### src/sv/depq_pkg.sv
package depq_pkg;

   localparam int DEF_CAPACITY      = 16;
   localparam int DEF_DATA_BITS     = 32;
   localparam int DEF_PRIORITY_BITS = 16;

   localparam logic [1:0] CMD_INSERT       = 2'd0;
   localparam logic [1:0] CMD_REMOVE_FRONT = 2'd1;
   localparam logic [1:0] CMD_REMOVE_BACK  = 2'd2;
   localparam logic [1:0] CMD_PEEK         = 2'd3;

   localparam logic [1:0] STATUS_OK        = 2'd0;
   localparam logic [1:0] STATUS_UNDERFLOW = 2'd1;
   localparam logic [1:0] STATUS_OVERFLOW  = 2'd2;

   typedef struct packed {
      logic       is_full;
      logic       is_empty;
      logic [1:0] status;
   } depq_flags_type;

endpackage

### src/sv/depq_mem.sv
module depq_mem
   import depq_pkg::*;
#(
   parameter int DEPTH = DEF_CAPACITY,
   parameter int WIDTH = DEF_DATA_BITS + DEF_PRIORITY_BITS,
   localparam int AW = (DEPTH > 1) ? $clog2(DEPTH) : 1
) (
   input  logic             clock,
   input  logic             wr_en,
   input  logic [AW-1:0]    wr_addr,
   input  logic [WIDTH-1:0] wr_entry,
   input  logic             rd_en,
   input  logic [AW-1:0]    rd_addr_a,
   input  logic [AW-1:0]    rd_addr_b,
   output logic [WIDTH-1:0] rd_entry_a,
   output logic [WIDTH-1:0] rd_entry_b
);

   logic [WIDTH-1:0] mem [DEPTH];
   logic [WIDTH-1:0] rd_entry_a_ff;
   logic [WIDTH-1:0] rd_entry_b_ff;

   always_ff @(posedge clock) begin
      if (wr_en) begin
         mem[wr_addr] <= wr_entry;
      end
   end

   always_ff @(posedge clock) begin
      if (rd_en) begin
         rd_entry_a_ff <= mem[rd_addr_a];
         rd_entry_b_ff <= mem[rd_addr_b];
      end
   end

   assign rd_entry_a = rd_entry_a_ff;
   assign rd_entry_b = rd_entry_b_ff;

endmodule

### src/sv/depq_ctrl.sv
module depq_ctrl
   import depq_pkg::*;
#(
   parameter int CAPACITY      = DEF_CAPACITY,
   parameter int DATA_BITS     = DEF_DATA_BITS,
   parameter int PRIORITY_BITS = DEF_PRIORITY_BITS,
   localparam int AW = (CAPACITY > 1) ? $clog2(CAPACITY) : 1,
   localparam int CW = $clog2(CAPACITY + 1),
   localparam int EW = DATA_BITS + PRIORITY_BITS
) (
   input  logic                            clock,
   input  logic                            reset,
   input  logic                            start,
   input  logic [1:0]                      cmd,
   input  logic signed [DATA_BITS-1:0]     item_data,
   input  logic signed [PRIORITY_BITS-1:0] item_priority,
   output logic                            ready,
   output logic                            done,
   input  logic                            ack,
   output logic signed [DATA_BITS-1:0]     front_data,
   output logic signed [PRIORITY_BITS-1:0] front_priority,
   output logic signed [DATA_BITS-1:0]     back_data,
   output logic signed [PRIORITY_BITS-1:0] back_priority,
   output logic [CW-1:0]                   entry_count,
   output depq_flags_type                  flags,
   output logic                            mem_wr_en,
   output logic [AW-1:0]                   mem_wr_addr,
   output logic [EW-1:0]                   mem_wr_entry,
   output logic                            mem_rd_en,
   output logic [AW-1:0]                   mem_rd_addr_a,
   output logic [AW-1:0]                   mem_rd_addr_b,
   input  logic [EW-1:0]                   mem_rd_entry_a,
   input  logic [EW-1:0]                   mem_rd_entry_b
);

   localparam logic [2:0] ST_IDLE    = 3'd0;
   localparam logic [2:0] ST_INS_RD  = 3'd1;
   localparam logic [2:0] ST_INS_CMP = 3'd2;
   localparam logic [2:0] ST_INS_PUT = 3'd3;
   localparam logic [2:0] ST_POP_RD  = 3'd4;
   localparam logic [2:0] ST_POP_WR  = 3'd5;
   localparam logic [2:0] ST_FIN_RD  = 3'd6;
   localparam logic [2:0] ST_FIN_CAP = 3'd7;

   localparam logic [CW-1:0] FULL_COUNT = CW'(CAPACITY);

   logic [2:0]    state_ff,  state_in;
   logic [AW-1:0] idx_ff,    idx_in;
   logic [CW-1:0] count_ff,  count_in;
   logic [EW-1:0] item_ff,   item_in;
   logic [1:0]    status_ff, status_in;

   logic [EW-1:0] new_entry;
   logic          moves_up;

   assign new_entry = {item_priority, item_data};
   assign moves_up  = $signed(mem_rd_entry_a[EW-1:DATA_BITS]) > $signed(item_ff[EW-1:DATA_BITS]);

   always_comb begin
      state_in      = state_ff;
      idx_in        = idx_ff;
      count_in      = count_ff;
      item_in       = item_ff;
      status_in     = status_ff;
      mem_wr_en     = 1'b0;
      mem_wr_addr   = idx_ff + AW'(1);
      mem_wr_entry  = item_ff;
      mem_rd_en     = 1'b0;
      mem_rd_addr_a = idx_ff;
      mem_rd_addr_b = (count_ff == '0) ? '0 : AW'(count_ff - CW'(1));
      done          = 1'b0;
      case (state_ff)
         ST_IDLE: begin
            if (start) begin
               item_in   = new_entry;
               status_in = STATUS_OK;
               state_in  = ST_FIN_RD;
               case (cmd)
                  CMD_INSERT: begin
                     if (count_ff == FULL_COUNT) begin
                        status_in = STATUS_OVERFLOW;
                     end else if (count_ff == '0) begin
                        mem_wr_en    = 1'b1;
                        mem_wr_addr  = '0;
                        mem_wr_entry = new_entry;
                        count_in     = CW'(1);
                     end else begin
                        idx_in   = AW'(count_ff - CW'(1));
                        state_in = ST_INS_RD;
                     end
                  end
                  CMD_REMOVE_FRONT: begin
                     if (count_ff == '0) begin
                        status_in = STATUS_UNDERFLOW;
                     end else if (count_ff == CW'(1)) begin
                        count_in = '0;
                     end else begin
                        idx_in   = AW'(1);
                        state_in = ST_POP_RD;
                     end
                  end
                  CMD_REMOVE_BACK: begin
                     if (count_ff == '0) begin
                        status_in = STATUS_UNDERFLOW;
                     end else begin
                        count_in = count_ff - CW'(1);
                     end
                  end
                  default: begin
                  end
               endcase
            end
         end
         ST_INS_RD: begin
            mem_rd_en = 1'b1;
            state_in  = ST_INS_CMP;
         end
         ST_INS_CMP: begin
            mem_wr_en = 1'b1;
            if (moves_up) begin
               mem_wr_entry = mem_rd_entry_a;
               if (idx_ff == '0) begin
                  state_in = ST_INS_PUT;
               end else begin
                  idx_in   = idx_ff - AW'(1);
                  state_in = ST_INS_RD;
               end
            end else begin
               count_in = count_ff + CW'(1);
               state_in = ST_FIN_RD;
            end
         end
         ST_INS_PUT: begin
            mem_wr_en   = 1'b1;
            mem_wr_addr = '0;
            count_in    = count_ff + CW'(1);
            state_in    = ST_FIN_RD;
         end
         ST_POP_RD: begin
            mem_rd_en = 1'b1;
            state_in  = ST_POP_WR;
         end
         ST_POP_WR: begin
            mem_wr_en    = 1'b1;
            mem_wr_addr  = idx_ff - AW'(1);
            mem_wr_entry = mem_rd_entry_a;
            if (CW'(idx_ff) == count_ff - CW'(1)) begin
               count_in = count_ff - CW'(1);
               state_in = ST_FIN_RD;
            end else begin
               idx_in   = idx_ff + AW'(1);
               state_in = ST_POP_RD;
            end
         end
         ST_FIN_RD: begin
            mem_rd_en     = 1'b1;
            mem_rd_addr_a = '0;
            state_in      = ST_FIN_CAP;
         end
         ST_FIN_CAP: begin
            done = 1'b1;
            if (ack) begin
               state_in = ST_IDLE;
            end
         end
         default: begin
            state_in = ST_IDLE;
         end
      endcase
   end

   always_ff @(posedge clock) begin
      if (reset) begin
         state_ff <= ST_IDLE;
         count_ff <= '0;
      end else begin
         state_ff <= state_in;
         count_ff <= count_in;
      end
   end

   always_ff @(posedge clock) begin
      idx_ff    <= idx_in;
      item_ff   <= item_in;
      status_ff <= status_in;
   end

   assign ready          = (state_ff == ST_IDLE);
   assign entry_count    = count_ff;
   assign front_data     = (count_ff == '0) ? '0 : mem_rd_entry_a[DATA_BITS-1:0];
   assign front_priority = (count_ff == '0) ? '0 : mem_rd_entry_a[EW-1:DATA_BITS];
   assign back_data      = (count_ff == '0) ? '0 : mem_rd_entry_b[DATA_BITS-1:0];
   assign back_priority  = (count_ff == '0) ? '0 : mem_rd_entry_b[EW-1:DATA_BITS];

   always_comb begin
      flags.is_full  = (count_ff == FULL_COUNT);
      flags.is_empty = (count_ff == '0);
      flags.status   = status_ff;
   end

endmodule

### src/sv/double_ended_priority_queue.sv
// Double-ended priority queue held as a sorted table in a small memory.
// Requests arrive on the req_ channel: req_tuser carries the command (insert,
// remove front, remove back, peek), req_tdata the data and priority to insert.
// Each request produces exactly one response on the rsp_ channel giving the
// front and back entries, the entry count, the empty and full flags, and in
// rsp_tuser a status (ok, underflow, overflow).
// One request is worked on at a time. An insert walks the table from the back,
// reading and moving one entry at a time; a remove of the front moves every
// remaining entry down in the same way, and an insert only walks a table that
// is not full. The single read-modify-write path through the table memory
// sets the pace of this walk.
// The response sits in an output register, so the next request is taken while
// an earlier response waits. If the receiver stalls, the following response
// is held inside the block and no further request is taken until it leaves.
// Reset empties the queue; the table contents themselves are not cleared.
module double_ended_priority_queue
   import depq_pkg::*;
#(
   parameter int CAPACITY      = DEF_CAPACITY,
   parameter int DATA_BITS     = DEF_DATA_BITS,
   parameter int PRIORITY_BITS = DEF_PRIORITY_BITS,
   localparam int CW       = $clog2(CAPACITY + 1),
   localparam int EW       = DATA_BITS + PRIORITY_BITS,
   localparam int IN_W     = ((EW + 7) / 8) * 8,
   localparam int OUT_RAW  = 2 * EW + CW + 2,
   localparam int OUT_W    = ((OUT_RAW + 7) / 8) * 8
) (
   input  logic             clock,
   input  logic             reset,
   input  logic             req_tvalid,
   output logic             req_tready,
   // item_data, item_priority
   input  logic [IN_W-1:0]  req_tdata,
   // cmd
   input  logic [1:0]       req_tuser,
   output logic             rsp_tvalid,
   input  logic             rsp_tready,
   // front_data, front_priority, back_data, back_priority, entry_count, is_empty, is_full
   output logic [OUT_W-1:0] rsp_tdata,
   // status
   output logic [1:0]       rsp_tuser
);

   localparam int AW = (CAPACITY > 1) ? $clog2(CAPACITY) : 1;

   logic                            start;
   logic                            ready;
   logic                            done;
   logic                            ack;
   logic signed [DATA_BITS-1:0]     front_data;
   logic signed [PRIORITY_BITS-1:0] front_priority;
   logic signed [DATA_BITS-1:0]     back_data;
   logic signed [PRIORITY_BITS-1:0] back_priority;
   logic [CW-1:0]                   entry_count;
   depq_flags_type                  flags;

   logic                            mem_wr_en;
   logic [AW-1:0]                   mem_wr_addr;
   logic [EW-1:0]                   mem_wr_entry;
   logic                            mem_rd_en;
   logic [AW-1:0]                   mem_rd_addr_a;
   logic [AW-1:0]                   mem_rd_addr_b;
   logic [EW-1:0]                   mem_rd_entry_a;
   logic [EW-1:0]                   mem_rd_entry_b;

   logic                            rsp_tvalid_ff, rsp_tvalid_in;
   logic [OUT_W-1:0]                rsp_tdata_ff,  rsp_tdata_in;
   logic [1:0]                      rsp_tuser_ff,  rsp_tuser_in;

   assign req_tready = ready;
   assign start      = req_tvalid & ready;
   assign ack        = done & (~rsp_tvalid_ff | rsp_tready);

   depq_ctrl #(
      .CAPACITY      (CAPACITY),
      .DATA_BITS     (DATA_BITS),
      .PRIORITY_BITS (PRIORITY_BITS)
   ) u_ctrl (
      .clock          (clock),
      .reset          (reset),
      .start          (start),
      .cmd            (req_tuser),
      .item_data      (req_tdata[DATA_BITS-1:0]),
      .item_priority  (req_tdata[EW-1:DATA_BITS]),
      .ready          (ready),
      .done           (done),
      .ack            (ack),
      .front_data     (front_data),
      .front_priority (front_priority),
      .back_data      (back_data),
      .back_priority  (back_priority),
      .entry_count    (entry_count),
      .flags          (flags),
      .mem_wr_en      (mem_wr_en),
      .mem_wr_addr    (mem_wr_addr),
      .mem_wr_entry   (mem_wr_entry),
      .mem_rd_en      (mem_rd_en),
      .mem_rd_addr_a  (mem_rd_addr_a),
      .mem_rd_addr_b  (mem_rd_addr_b),
      .mem_rd_entry_a (mem_rd_entry_a),
      .mem_rd_entry_b (mem_rd_entry_b)
   );

   depq_mem #(
      .DEPTH (CAPACITY),
      .WIDTH (EW)
   ) u_mem (
      .clock      (clock),
      .wr_en      (mem_wr_en),
      .wr_addr    (mem_wr_addr),
      .wr_entry   (mem_wr_entry),
      .rd_en      (mem_rd_en),
      .rd_addr_a  (mem_rd_addr_a),
      .rd_addr_b  (mem_rd_addr_b),
      .rd_entry_a (mem_rd_entry_a),
      .rd_entry_b (mem_rd_entry_b)
   );

   always_comb begin
      rsp_tvalid_in = rsp_tvalid_ff;
      rsp_tdata_in  = rsp_tdata_ff;
      rsp_tuser_in  = rsp_tuser_ff;
      if (rsp_tvalid_ff && rsp_tready) begin
         rsp_tvalid_in = 1'b0;
      end
      if (ack) begin
         rsp_tvalid_in = 1'b1;
         rsp_tdata_in  = OUT_W'({flags.is_full, flags.is_empty, entry_count,
                                 back_priority, back_data, front_priority, front_data});
         rsp_tuser_in  = flags.status;
      end
   end

   always_ff @(posedge clock) begin
      if (reset) begin
         rsp_tvalid_ff <= 1'b0;
      end else begin
         rsp_tvalid_ff <= rsp_tvalid_in;
      end
   end

   always_ff @(posedge clock) begin
      rsp_tdata_ff <= rsp_tdata_in;
      rsp_tuser_ff <= rsp_tuser_in;
   end

   assign rsp_tvalid = rsp_tvalid_ff;
   assign rsp_tdata  = rsp_tdata_ff;
   assign rsp_tuser  = rsp_tuser_ff;

endmodule

### config.mk
export PLATFORM = sky130hd
export DESIGN_NAME = double_ended_priority_queue
export DESIGN_NICKNAME = d
export VERILOG_FILES = /design/src/sv/depq_pkg.sv /design/src/sv/depq_mem.sv /design/src/sv/depq_ctrl.sv /design/src/sv/double_ended_priority_queue.sv
export SDC_FILE = /design/constraint.sdc
export NUM_CORES = 2
export LEC_CHECK = 0
export BUFFER_PORTS_ARGS = -buffer_cell sky130_fd_sc_hd__clkbuf_2
export CORE_UTILIZATION = 45
export CTS_CLUSTER_DIAMETER = 60
export DETAILED_ROUTE_END_ITERATION = 10
export PLACE_DENSITY_LB_ADDON = 0.08
export SLEW_MARGIN = 25
export SYNTH_ARGS = -nofsm -noshare
export SYNTH_HDL_FRONTEND = slang
export SYNTH_SLANG_ARGS = --single-unit
### constraint.sdc
create_clock -name clock -period 18.6 [get_ports clock]
set_input_delay 1.86 -clock clock [delete_from_list [all_inputs] [get_ports clock]]
set_output_delay 1.86 -clock clock [all_outputs]
set_load 0.01 [all_outputs]
* Yosys cells after proc, flatten, opt, wreduce, memory -nomap -nowiden
Memories as Yosys holds them, arrays and structs flattened. A register that Yosys moved wholly into a read port is not among the register bits. Cells that the tools add are included.
Storage, ports and cells: bits in registers 168, latch bits 0, RAM bits 768, memory bits (read-only) 0, bits of input ports 54, output and inout bits 108, logic and storage cells 120, memories 1
Cells by class: add/subtract/negate cells 4, multipliers 0, divide/modulo/power cells 0, magnitude comparators 1, eq/ne operators 28, shifts and indexed selects 0, mux-type cells 58, bitwise operators 4, reduce and logical (&&, ||, !) cells 15
Memories:
- u_mem.mem | words 16, bits a word 48, read ports 2, clocked after Yosys merged registers in 2, write ports 1, line depq_mem.sv:19 | logic [WIDTH-1:0] mem [DEPTH];
Operators by type and width (number):
- $mux W48 | 5
- $pmux W48 S3 | 1
- $mux W4 | 14
- $mux W5 | 8
- $pmux W3 S8 | 1
- $pmux W4 S3 | 2
- $pmux W5 S4 | 1
- $reduce_and A10 Y1 | 2
- $mux W3 | 6
- $ne A3 B3 Y1 const B | 6
- $gt A16 B16 Y1 | 1
- $pmux W5 S3 | 1
- $eq A3 B3 Y1 const B | 4
- $mux W1 | 11
- $ne A2 B2 Y1 const B | 5
- $mux W2 | 4
- $pmux W4 S2 | 1
- $eq A3 B2 Y1 const B | 2
- $pmux W3 S2 | 1
- $reduce_or A3 Y1 | 2
- $add A5 B1 Y5 const B | 1
- $eq A4 B5 Y1 | 1
- $eq A5 B1 Y1 const B | 1
- $eq A5 B5 Y1 const B | 1
- 25 further kinds | 28

* Depth between registers and ports, before layout
depth after elaboration 8, gate-level depth with buffers 12, gate-level depth less buffers 10

* Modules after synthesis
A second synthesis with hierarchy kept.
Second synthesis, totals: cells, all modules 2335, area, all modules 45280.9 um2
By module, submodules not included:
- depq_mem | instances 1, cells an instance 1693, area each 37153.1 um2, seq. area each 25944.9 um2
- depq_ctrl | instances 1, cells an instance 529, area each 4902.2 um2, seq. area each 1781.7 um2
- double_ended_priority_queue | instances 1, cells an instance 113, area each 3225.6 um2, seq. area each 3173.0 um2

* Least setup slack after synthesis
No wires, ideal clock.
path type input -> register, start in req_tuser[0], end mem u_mem.mem[6][0] (netlist bit), enable pin, library setup time 0.513 ns, data arrival time 6.515 ns, required time 18.087 ns, path slack 11.572 ns, stages 9, buffers on the path 0, cells stage by stage inv_1 > ha_1 > and3_1 > nand2_1 > nor3_1 > a21oi_1 > o2111ai_1 > o211ai_1 > nor3_1
On the way: cells in the longest elaborated chain, start to end 6, elaborated cells on any way between the ends 9, classes of those cells mux (8); reduce/logical (1)
RTL lines:
- from (decl) | line double_ended_priority_queue.sv:35 | input logic [1:0] req_tuser,
- $logic_not A2 Y1 * | line depq_ctrl.sv:78 | case (cmd)
- $mux W1 | line depq_ctrl.sv:78
- $mux W1 | line depq_ctrl.sv:74 | if (start) begin
- $pmux W1 S2 | line depq_ctrl.sv:72 | case (state_ff)
- $mux W1 | line depq_mem.sv:24 | if (wr_en) begin
- $mux W1 (not written as such) | line depq_mem.sv:25 | mem[wr_addr] <= wr_entry;
- to (decl) | line depq_mem.sv:19
Mark *: on every way between the ends. The rest lies on a longest branch, timed or not.

* Worst setup path after layout
start reg u_ctrl.count_ff[0], in the netlist u_ctrl.entry_count[0], end reg u_mem.rd_entry_b_ff[22], in the netlist u_mem.rd_entry_b[22] (read register of u_mem.mem) (data pin)
On the way: cells in the longest elaborated chain, start to end 2, elaborated cells on any way between the ends 3, classes of those cells add/sub (1); mux (1); reduce/logical (1)
RTL lines:
- from (decl) | line depq_ctrl.sv:49 | logic [CW-1:0] count_ff, count_in;
- from (signal assigned) | line depq_ctrl.sv:178 | count_ff <= count_in;
- $sub A5 B1 Y5 / $logic_not A5 Y1 (equally long branches) | line depq_ctrl.sv:70 | mem_rd_addr_b = (count_ff == '0) ? '0 : AW'(count_ff - CW'(1));
- $mux W4 * | line depq_ctrl.sv:70
- to (decl) | line depq_mem.sv:21 | logic [WIDTH-1:0] rd_entry_b_ff;
Marked as above. A chain may end at the register's enable or synchronous reset.

==> flow_metrics.tcl <==
set metrics [dict create \
    cp.required_ps 18980 \
    synth-seq-cells 1032 \
    hold-path-cell-count 0 \
    die_y_um 324 \
    path_depth 10 \
    via_count 33000 \
    die_w_um 324 \
    grt_max_degree 168 \
    coreArea_um2 102000 \
    io-pin-count 162 \
    grt_use_total 0.282 \
    max_slew_margin 0.243 \
    fmax_mhz 170 \
    reg2reg_depth 10 \
    hpwl_mm 77.8 \
    cp_common_cell "buf_4" \
    synth_top_cell_area_share 0.658 \
    layout-drive-gt1-share 0.119 \
    cp_slowest_cell "nor2_4" \
    synthDistinctLibCells 63 \
    reg2reg_slack_ps 12700 \
    outcome "finished clean" \
    antenna_cells 0 \
    drc_errors 0 \
    area_delta_synth_final_pct 12.4 \
    ant_nets 0 \
    wire_per_inst_um 29.5 \
    worst_pin_slew_ps 1140 \
    holdBufCountCts 0 \
    synth.avg_cell_area_um2 13.1 \
    gr-total-overflow 0 \
    floorplan.initialDensity 0.456 \
    dieArea_um2 105000 \
    netlist_instances 3570 \
    synth.most_common_cell "edfxtp_1" \
    ys_seq_area_frac 0.662 \
    hold_viol_final 0 \
    end_kind "flop" \
    ctsLongestPathBuffers 3 \
    cts_tree "yes" \
    num-fill-cells 8605 \
    min_to "rsp_tuser[1]$_DFFE_PP_" \
    async_reset_ff_frac 0 \
    finalCritPeriodShare 0.317 \
    post_cts_buffers 0 \
    arrival_ps 6270 \
    ctsResizeCount 0 \
    period_minus_slack_ps 5900 \
    critPathLaunchType "flop" \
    clk_pin_slew_worst_paths_ps 60 \
    synth_area_leader_cell "edfxtp_1" \
    clock_latency_ps 710 \
    crit_path_cell_trace "inv_2 -> ha_1 -> or4b_4 -> inv_1 -> nor2_4 -> buf_4 -> buf_4 -> a21oi_1 -> o21ai_0 -> a31oi_1" \
    root_buffer "clkbuf_16" \
    critPathKind "flop to flop" \
    drt_wl_total_mm 150 \
    cp_slowest_stage_delay_ps 1020 \
    cp-startpoint "u_ctrl.entry_count[0]$_SDFFE_PP0P_" \
    yosysWarnings 0 \
    min_path_type "flop to flop" \
    viasPerCell 6.49 \
    h-tree-depth 3 \
    numClockSinks 1032 \
    finalSetupViolCount 0 \
    path_max_fanout 56 \
    drtPass1Iterations 6 \
    port-buffer-count 160 \
    worstReg2RegStart "u_ctrl.entry_count[0]$_SDFFE_PP0P_" \
    gp_congestion 0.817 \
    synthTopCellsByArea "edfxtp_1, mux2i_1, a21oi_1" \
    rows 117 \
    synth_edf_count 1023 \
    cts_made_buffers 112 \
    fin_nets 3701 \
    utilization 0.513 \
    fin_tns_setup_ps 0 \
    drv_slew 0 \
    synth.top_cells.by_count "edfxtp_1, a21oi_1, nand2_1" \
    max_cap_viol_count 0 \
    skew_ps 29.9 \
    grt_pass1_wl_mm 217 \
    critPathBufInv 4 \
    rr_endpoint "u_mem.rd_entry_b[22]$_DFFE_PP_" \
    synth_nets 3650 \
    post_dp_cell_area_um2 48800 \
    synth_top_flop_cell "edfxtp_1" \
    rsz0062_at_grt "false" \
    netlist_area_um2 46700 \
    cpLargestDelayFamily "buffers and inverters" \
    min_from "u_ctrl.status_ff[1]$_DFFE_PP_" \
    postLayoutCellArea_um2 52500 \
    antenna_found_initial 4 \
    grt_pass1_vias 32500 \
    initialDrtViolationCount 3923 \
]
## cell usage in the layout (no fill, tap or decap), drive strengths merged, types with 67 or more instances in the layout
cell	count
o22ai	197
clkbuf	296
mux2i	380
o221ai	89
a21oi	447
nand2	410
edfxtp	1023
buf	67
a211oi	145
o21ai	116
and2	145
## layer usage
layer  track usage  routed length (µm)  vias up
met2         0.446               68700     2091
li1              -                   -    14000
met4         0.108                5260        2
met3        0.0497               14500      347
met5             0                  15        -
met1         0.389               61700    16500
## kinds of logic after synthesis
kind of cell	Yosys count	share of synthesized area
other	1	0.0000803
DFF	1032	0.662
xor gates and xnor gates	10	0.00220
buffers and inverters	318	0.0294
muxes	384	0.0834
AOI/OAI and AO/OA	1128	0.151
adders and majority gates	26	0.00697
and+or+nand+nor	671	0.0658
## how the worst max path moves through the flow
stage | end | slack, ps
final | u_mem.rd_entry_b[22]$_DFFE_PP_ | 12700
after floorplan | u_mem.mem[6][0]$_DFFE_PP_ | 11570
after global placement | u_mem.rd_entry_b[15]$_DFFE_PP_ | 12940
after CTS | u_mem.rd_entry_b[24]$_DFFE_PP_ | 12760
after detailed placement | u_mem.rd_entry_b[14]$_DFFE_PP_ | 12760
after global routing | u_mem.rd_entry_b[18]$_DFFE_PP_ | 12530
## registers in the layout, indices dropped and copies added (netlist names)
register	cells
u_mem.mem	768
rsp_tdata	103
u_ctrl.item_ff	48
u_mem.rd_entry_a	48
u_mem.rd_entry_b	48
u_ctrl.entry_count	5
u_ctrl.idx_ff	4
u_ctrl.state_ff	3
rsp_tuser	2
u_ctrl.status_ff	2
rsp_tvalid	1
## layout make-up
type / count / area (µm²) / share of cell area
clock buffers: 136 / 2910 / 0.0555
clock inverters: 71 / 768 / 0.0146
well taps: 1368 / 1710 / 0.0326
repair buffers: 227 / 1390 / 0.0265
multi-input cells: 2220 / 14700 / 0.280
flip-flops and latches: 1032 / 30900 / 0.589
inverters: 28 / 105 / 0.00200
## through the flow
stage,hold slack [ps],setup WS [ps],instances
after floorplan,400,11570,3570
after global placement,413,12940,4872
after detailed placement,414,12760,4875
after CTS,428,12760,5082
after global routing,442,12530,5082
final,425,12700,5082
## worst register-to-register path, stage by stage, from the launching register on
cell	delay, ps
dfxtp_4	640
inv_2	280
ha_1	350
or4b_4	840
inv_1	650
nor2_4	1020
buf_4	720
buf_4	650
a21oi_1	120
o21ai_0	200
a31oi_1	120
Power is not shown: default switching activity piles up to over one toggle a cycle in this logic, so the estimate is an artifact.
